===== config.mk =====
export PLATFORM = sky130hd
export DESIGN_NAME = lbti_queue
export DESIGN_NICKNAME = d
export VERILOG_FILES = /design/src/design/lbti_pkg.sv /design/src/design/lbti_queue.sv
export SDC_FILE = /design/constraint.sdc
export NUM_CORES = 1
export LEC_CHECK = 0
export ABC_AREA = 1
export BUFFER_PORTS_ARGS = -buffer_cell sky130_fd_sc_hd__buf_2
export CAP_MARGIN = 20
export CORE_ASPECT_RATIO = 0.6
export CORE_MARGIN = 2
export CORE_UTILIZATION = 58
export CTS_CLUSTER_DIAMETER = 50
export CTS_CLUSTER_SIZE = 14
export DETAILED_ROUTE_END_ITERATION = 12
export GPL_ROUTABILITY_DRIVEN = 0
export MAX_ROUTING_LAYER = met4
export PLACE_DENSITY = 0.8
export SYNTH_ARGS = -nofsm -noshare
export SYNTH_HDL_FRONTEND = slang
export SYNTH_SLANG_ARGS = --single-unit

===== constraint.sdc =====
create_clock -name clk -period 5.76 [get_ports clk]
set_input_delay 1.152 -clock clk [delete_from_list [all_inputs] [get_ports clk]]
set_output_delay 1.152 -clock clk [all_outputs]
set_load 0.1 [all_outputs]

===== src/design/lbti_pkg.sv =====
`default_nettype none
package lbti_pkg;

    localparam int TABLE_DEPTH   = 1024;
    localparam int LOG_FRAC_BITS = 26;

    localparam int ADDR_W    = $clog2(TABLE_DEPTH);
    localparam int CNT_W     = ADDR_W + 1;
    localparam int T_W       = 48;
    localparam int V_W       = 32;
    localparam int IDX_W     = 10;
    localparam int NCNT_W    = 11;
    localparam int BASE_W    = 32;
    localparam int SCALE_W   = 32;
    localparam int CFG_W     = 48;
    localparam int CFG_IDX_W = 3;

    // log2 result: signed integer part of 7 bits, then the fraction
    localparam int LOG_INT_W = 7;
    localparam int LOG_W     = LOG_INT_W + LOG_FRAC_BITS;
    localparam int D_W       = ((LOG_W > BASE_W) ? LOG_W : BASE_W) + 1;
    localparam int DMAG_W    = D_W - 1;
    localparam int DLO_W     = 16;
    localparam int DHI_W     = DMAG_W - DLO_W;
    localparam int PROD_W    = DMAG_W + SCALE_W;
    localparam int BIN_SHIFT = LOG_FRAC_BITS + 24;
    localparam int M_W       = 32;

    localparam int DIV_STEPS = 31;
    localparam int Q_W       = DIV_STEPS + 1;

    localparam int FIFO_DEPTH = 4;
    localparam int FIFO_AW    = $clog2(FIFO_DEPTH);

    // edges from accepting a lookup to sampling its done strobe
    localparam int RESULT_LATENCY = LOG_FRAC_BITS + DIV_STEPS + 12;

    localparam logic [NCNT_W-1:0] NODE_COUNT_RST = NCNT_W'(501);
    localparam logic [BASE_W-1:0] LOG2_MIN_RST   = 32'hCAD96298;
    localparam logic [SCALE_W-1:0] BIN_SCALE_RST = 32'd360745376;
    localparam logic [T_W-1:0]    EDGE_MIN_RST   = 48'd27487791;
    localparam logic [T_W-1:0]    EDGE_MAX_RST   = 48'd274877906944000;

    localparam logic ACT_LOOKUP = 1'b0;
    localparam logic ACT_LOAD   = 1'b1;

    localparam logic [CFG_IDX_W-1:0] CFG_NODE_COUNT = 3'd0;
    localparam logic [CFG_IDX_W-1:0] CFG_LOG2_MIN   = 3'd1;
    localparam logic [CFG_IDX_W-1:0] CFG_BIN_SCALE  = 3'd2;
    localparam logic [CFG_IDX_W-1:0] CFG_EDGE_MIN   = 3'd3;
    localparam logic [CFG_IDX_W-1:0] CFG_EDGE_MAX   = 3'd4;

    typedef enum logic [1:0] {
        RANGE_INSIDE = 2'd0,
        RANGE_LOW    = 2'd1,
        RANGE_HIGH   = 2'd2
    } range_t;

    typedef struct packed {
        logic [CNT_W-1:0]   n;
        logic [BASE_W-1:0]  log2_min;
        logic [SCALE_W-1:0] scale;
        logic [T_W-1:0]     edge_min;
        logic [T_W-1:0]     edge_max;
    } cfg_t;

    typedef struct packed {
        logic              is_load;
        range_t            flag;
        logic [ADDR_W-1:0] addr;
        logic [T_W-1:0]    t;
        logic [V_W-1:0]    vel;
    } qitem_t;

endpackage
`default_nettype wire


===== src/design/lbti_queue.sv =====
`default_nettype none
module lbti_queue
    import lbti_pkg::*;
(
    input  wire logic   clk,
    input  wire logic   rst_n,
    input  wire logic   push,
    input  wire qitem_t push_item,
    input  wire logic   pop,
    output logic        full,
    output logic        head_valid,
    output qitem_t      head
);

    qitem_t             mem_reg [FIFO_DEPTH];
    logic [FIFO_AW-1:0] wr_ptr_reg;
    logic [FIFO_AW-1:0] rd_ptr_reg;
    logic [FIFO_AW:0]   count_reg;
    logic               do_push;
    logic               do_pop;

    assign full       = (count_reg == (FIFO_AW+1)'(FIFO_DEPTH));
    assign head_valid = (count_reg != '0);
    assign head       = mem_reg[rd_ptr_reg];
    assign do_push    = push && !full;
    assign do_pop     = pop && head_valid;

    always_ff @(posedge clk or negedge rst_n)
    begin
        if (!rst_n)
        begin
            wr_ptr_reg <= '0;
            rd_ptr_reg <= '0;
            count_reg  <= '0;
        end
        else
        begin
            if (do_push)
            begin
                wr_ptr_reg <= wr_ptr_reg + FIFO_AW'(1);
            end
            if (do_pop)
            begin
                rd_ptr_reg <= rd_ptr_reg + FIFO_AW'(1);
            end
            if (do_push && !do_pop)
            begin
                count_reg <= count_reg + (FIFO_AW+1)'(1);
            end
            else if (!do_push && do_pop)
            begin
                count_reg <= count_reg - (FIFO_AW+1)'(1);
            end
        end
    end

    always_ff @(posedge clk)
    begin
        if (do_push)
        begin
            mem_reg[wr_ptr_reg] <= push_item;
        end
    end

endmodule
`default_nettype wire


==> results of run 1 <==
-- area by class of cell --
class	count	area, µm²
flip-flops and latches	379	11350
fillers	1840	8767
multi-input cells	503	2739
repair buffers	204	1136
clock buffers	46	917.1
inverters	202	767.0
well taps	360	450.4
clock inverters	6	43.79
diodes	7	17.52
-- stage by stage --
step	utilization [%]	setup WS (ns)	area, µm²	instances
3_5_place_dp	62.60	2.021	16390	1646
3_3_place_gp	62.60	2.061	16390	1646
6_report	66.52	1.518	17420	1707
5_1_grt	66.51	1.325	17420	1706
2_1_floorplan	-	0.04469	15310	1146
4_1_cts	66.27	1.441	17360	1698
-- cells in the mapped netlist --
library cell	n
clkbuf_1	4
ha_1	5
inv_1	200
nand4_1	1
clkbuf_8	2
buf_6	22
o211ai_2	9
inv_2	2
o211ai_1	177
nor2_1	4
nand3_1	7
fa_1	1
buf_2	18
o21ai_0	1
nand2_1	297
buf_4	16
dfrtp_1	7
xnor2_1	1
edfxtp_1	372
-- kinds of logic (layout without fill, tap and decap cells) --
group | Yosys count | in the layout | share of synthesized area, %
AOI/OAI and AO/OA | 187 | 187 | 9.445
DFF | 379 | 379 | 74.09
other | 0 | 7 | 0
and+or+nand+nor | 309 | 309 | 7.648
xor gates and xnor gates | 1 | 1 | 0.05720
adders and majority gates | 6 | 6 | 0.5393
buffers and inverters | 264 | 458 | 8.220
-- per-layer routing --
layer	routed length [µm]	global-route usage (%)	up-vias	part of all wire (%)
met5	0	-	-	0
met4	417	5.801	0	1.4
met3	2062	5.632	40	7.1
met2	13470	32.39	237	47
met1	12960	29.45	4160	45
li1	-	-	4366	-
-- path summary, 6_finish.rpt --
path	startpoint	to	slack (ns)	depth (start not counted)
worst max-delay path	rd_ptr_reg[1]	head[29]	1.52	5
worst min-delay path	rst_n	rd_ptr_reg[0]	0.45	1
worst max register to register	count_reg[0]	mem_reg[0][3]	3.04	5
worst min register to register	count_reg[2]	count_reg[2]	0.50	2
max in group asynchronous	rst_n	rd_ptr_reg[1]	5.13	1
min in group clk	count_reg[2]	count_reg[2]	0.50	2
==> flow_summary.yaml, run 1 <==
logic_synthesis:
  postSynthAreaPerCell_um2: 13.36
  yosysTopAreaCellShare_pct: 72.95
  syn_nets: 1249
  synth_seq_cells: 379
  yosysSeqAreaShare_pct: 74.09
  synthCells: 1146
  ys_types: 19
  synth_area_leaders: "edfxtp_1 73%, o211ai_1 8.7%, nand2_1 7.3%"
  yosys_warnings: 0
  synth_top_cell_by_area: "edfxtp_1"
  syn_area_mm2: 0.01531
cells_and_area:
  largest_reg_flops: 372
  final_cell_mix: "372 x edfxtp_1, 297 x nand2_1, 200 x inv_1"
  drive_gt1_share_pct: 19.48
  area_growth_pct: 13.76
  mostFrequentLayoutCell: "edfxtp_1"
  finish.net_count: 1427
clocking:
  cts_buffers: 34
  cts_resized: 0
  cts_setup_buffers: 0
  path_clk_slew_ns: 0.06
  cts.sinks: 379
  clk_path_buf_depth: 3
  cts_tree: "yes"
  cts_hold_buf: 0
  cts-root-buf: "clkbuf_16"
  clkLatencyLatePin_ns: 0.52
  h-tree-depth: 2
sta:
  rsz0062_at_grt: "no"
  tns_ns: 0
  post-route-min-period_ns: 4.242
  slew_headroom_pct: 27.71
  fmax_mhz: 235.7
  drv_slew: 0
  timing.hold.ws_ns: 0.4499
  final.setup_skew_ns: 0.02371
  hold_violations: 0
  tightest_slew_ns: 1.082
  post-route-period-util_pct: 73.65
  setup_viol_count_final: 0
floorplanning:
  rows: 46
  die_y_um: 129.9
  initial_utilization_pct: 58.48
  io_pins: 192
  die_x_um: 213.8
  coreArea_mm2: 0.02619
  design.die.area_mm2: 0.02776
place:
  dpl.hpwl_mm: 16.58
  portBuffers: 191
setup_path:
  critPathKind: "reg2out"
  crit_chain: "clkinv_2 -> buf_4 -> o211ai_1 -> nand2_1 -> buf_2"
  cp_slowest_cell: "dfrtp_4"
  critPathLaunchType: "flop"
  slowest_delay_ns: 0.80
  critPathRequiredTime_ns: 4.61
  worst-path-max-fanout: 46
  crit_path_end_kind: "output port"
  cp_top_family: "buffers and inverters"
  crit_buf_inv: 3
  worstPathArrival_ns: 3.09
routing:
  ant_nets: 0
  routed_wirelength_mm: 28.91
  drtIter0Drc: 692
  via_per_inst: 5.157
  drt_pass1_iterations: 5
  drc_errors: 0
  vias: 8803
  drt-wirelength-per-cell_um: 16.94
global_routing:
  grt_overflow: 0
  grt_max_degree: 205
  grt_pass1_wl_mm: 43.95
  antenna_found_initial: 6
  grt_util_all_layers_pct: 21.50
  grt_pass1_vias: 8274
outcome:
  outcome: "finished clean"
hold_path:
  hold_class: "in2async"
job:
  cap_violations: 0
Power of run 1 is not shown: default switching activity piles up to over one toggle a cycle in this logic, so the estimate is an artifact.
==> run 2, diff against run 1 <==
--- a/config.mk
+++ b/config.mk
@@ -10,13 +10,13 @@
 export CAP_MARGIN = 20
 export CORE_ASPECT_RATIO = 0.6
 export CORE_MARGIN = 2
-export CORE_UTILIZATION = 58
+export CORE_UTILIZATION = 52
 export CTS_CLUSTER_DIAMETER = 50
 export CTS_CLUSTER_SIZE = 14
 export DETAILED_ROUTE_END_ITERATION = 12
 export GPL_ROUTABILITY_DRIVEN = 0
 export MAX_ROUTING_LAYER = met4
-export PLACE_DENSITY = 0.8
+export PLACE_DENSITY = 0.76
 export SYNTH_ARGS = -nofsm -noshare
 export SYNTH_HDL_FRONTEND = slang
 export SYNTH_SLANG_ARGS = --single-unit
==> constraint.sdc (replaced) <==
create_clock -name clk -period 3.7 [get_ports clk]
set_input_delay 0.74 -clock clk [delete_from_list [all_inputs] [get_ports clk]]
set_output_delay 0.74 -clock clk [all_outputs]
set_load 0.1 [all_outputs]
==> run 2 against run 1 <==
- sequential cell count stayed put
- first-iteration DRC count is 15% lower
- critical path depth stayed put
- die area is 11% higher
- setup slack worse by 1.1 ns
- count of clock-buffer cells in the layout is 9 lower
- global-route usage is 1.5 points lower
- final area is 0.49% higher
- via count hardly changed
- sequential share of layout area is 0.32 points lower
- wire length is 2.5% higher
==> flow_summary.yaml, run 2 (synthesis results as in run 1) <==
routing:
  drt_pass1_iterations: 5
  via_per_inst: 5.113
  routed_wirelength_mm: 29.65
  drtIter0Drc: 585
  vias: 8799
  ant_nets: 0
  drt-wirelength-per-cell_um: 17.23
  drc_errors: 0
floorplanning:
  design.die.area_mm2: 0.03088
  rows: 48
  die_y_um: 136.9
  coreArea_mm2: 0.02883
  die_x_um: 225.5
  initial_utilization_pct: 53.12
  io_pins: 192
sta:
  worst_slack_ns: 0.4527
  hold_violations: 0
  setup_viol_count_final: 0
  slew_headroom_pct: 45.72
  rsz0062_at_grt: "no"
  tightest_slew_ns: 0.8141
  fmax_mhz: 307.9
  final.setup_skew_ns: 0.01513
  timing.hold.ws_ns: 0.05029
  post-route-period-util_pct: 87.77
  post-route-min-period_ns: 3.247
  tns_ns: 0
  drv_slew: 0
setup_path:
  reg2reg_from: "count_reg[0]"
  critPathRequiredTime_ns: 2.96
  critPathKind: "reg2out"
  critPathLaunchType: "flop"
  crit_path_end_kind: "output port"
  crit_end: "head[62]"
  r2r_cells: 5
  worstPathArrival_ns: 2.51
  r2r_slack_ns: 1.37
  startpoint: "rd_ptr_reg[0]"
  slowest_delay_ns: 0.48
  crit_chain: "inv_8 -> buf_4 -> o211ai_1 -> nand2_1 -> buf_2"
  cp_slowest_cell: "inv_8"
  worst-path-max-fanout: 108
  r2r-end: "mem_reg[1][46]"
global_routing:
  met2_usage_pct: 31.19
  use_met1_pct: 26.74
  grt_pass1_wl_mm: 45.76
  grt_pass1_vias: 8454
  grtUsageMet3_pct: 5.517
  grt_overflow: 0
  grt_max_degree: 109
  grt_util_all_layers_pct: 20.04
  busiest_layer: "met2"
  antenna_found_initial: 4
hold_path:
  hold_class: "in2async"
outcome:
  outcome: "finished clean"
clocking:
  cts_hold_buf: 0
  cts-root-buf: "clkbuf_16"
  cts_resized: 0
  cts_setup_buffers: 0
  cts_tree: "yes"
  path_clk_slew_ns: 0.06
  h-tree-depth: 2
  cts_buffers: 34
  clkLatencyLatePin_ns: 0.51
  clk_path_buf_depth: 3
  cts.sinks: 379
cells_and_area:
  largest_reg_flops: 372
  area_growth_pct: 14.31
  mostFrequentLayoutCell: "edfxtp_1"
  final_cell_mix: "372 x edfxtp_1, 297 x nand2_1, 200 x inv_1"
  drive_gt1_share_pct: 20.13
  finish.net_count: 1437
place:
  dpl.hpwl_mm: 17.75
  portBuffers: 191
  post-place-ws_ns: 0.9811
job:
  cap_violations: 0
-- run 2: cell count changes in the layout (fill, tap and decap cells not counted) --
| cell | previous run | this run |
|---|---|---|
| clkbuf_1 | 11 | 2 |
| buf_4 | 7 | 14 |
| buf_12 | 5 | 9 |
| diode_2 | 7 | 5 |
| buf_16 | 1 | 0 |
| clkinv_1 | 0 | 1 |
| clkinv_2 | 3 | 2 |
| clkinv_4 | 1 | 0 |
| clkinvlp_4 | 1 | 2 |
| inv_6 | 2 | 1 |
| inv_8 | 1 | 2 |
-- run 2: how the worst min path moves through the flow --
stage | start | to | slack (ns) | cells after the start
after floorplan | rst_n | count_reg[0] | 0.44 | 0
after global placement | count_reg[2] | count_reg[2] | 0.48 | 2
after detailed placement | count_reg[2] | count_reg[2] | 0.50 | 2
final | rst_n | count_reg[0] | 0.05 | 1
after CTS | rst_n | rd_ptr_reg[1] | 0.03 | 1
after global routing | rst_n | count_reg[0] | 0.04 | 1
-- run 2: per-layer routing --
metal	wire, µm	part of all wire (%)
met1	13200	45
met2	13920	47
met3	2224	7.5
met4	306	1.0
met5	0	0
-- run 2: per-stage QoR --
| stage | area, µm² | cells | utilization [%] |
|---|---|---|---|
| detailed placement | 16570 | 1673 | 57.47 |
| global route | 17500 | 1720 | 60.72 |
| global placement | 16570 | 1673 | 57.47 |
| finish | 17510 | 1721 | 60.72 |
| CTS | 17490 | 1716 | 60.68 |
| floorplan | 15320 | 1146 | - |
-- run 2: critical path: cells and delay by family, from the launching register on --
kind / cells / cell delay (ns)
DFF: 1 / 0.45
and+or+nand+nor: 1 / 0.10
buffers and inverters: 3 / 1.27
AOI/OAI and AO/OA: 1 / 0.11
-- run 2: final cells by class --
cell class / instances / area [µm²]
Timing Repair Buffer: 214 / 1241
Multi-Input combinational cell: 503 / 2739
Antenna cell: 5 / 12.51
Clock inverter: 6 / 43.79
Fill cell: 2200 / 11320
Tap cell: 375 / 469.2
Sequential cell: 379 / 11350
Clock buffer: 37 / 883.3
Inverter: 202 / 767.0
Power of run 2 is left out for the same reason.
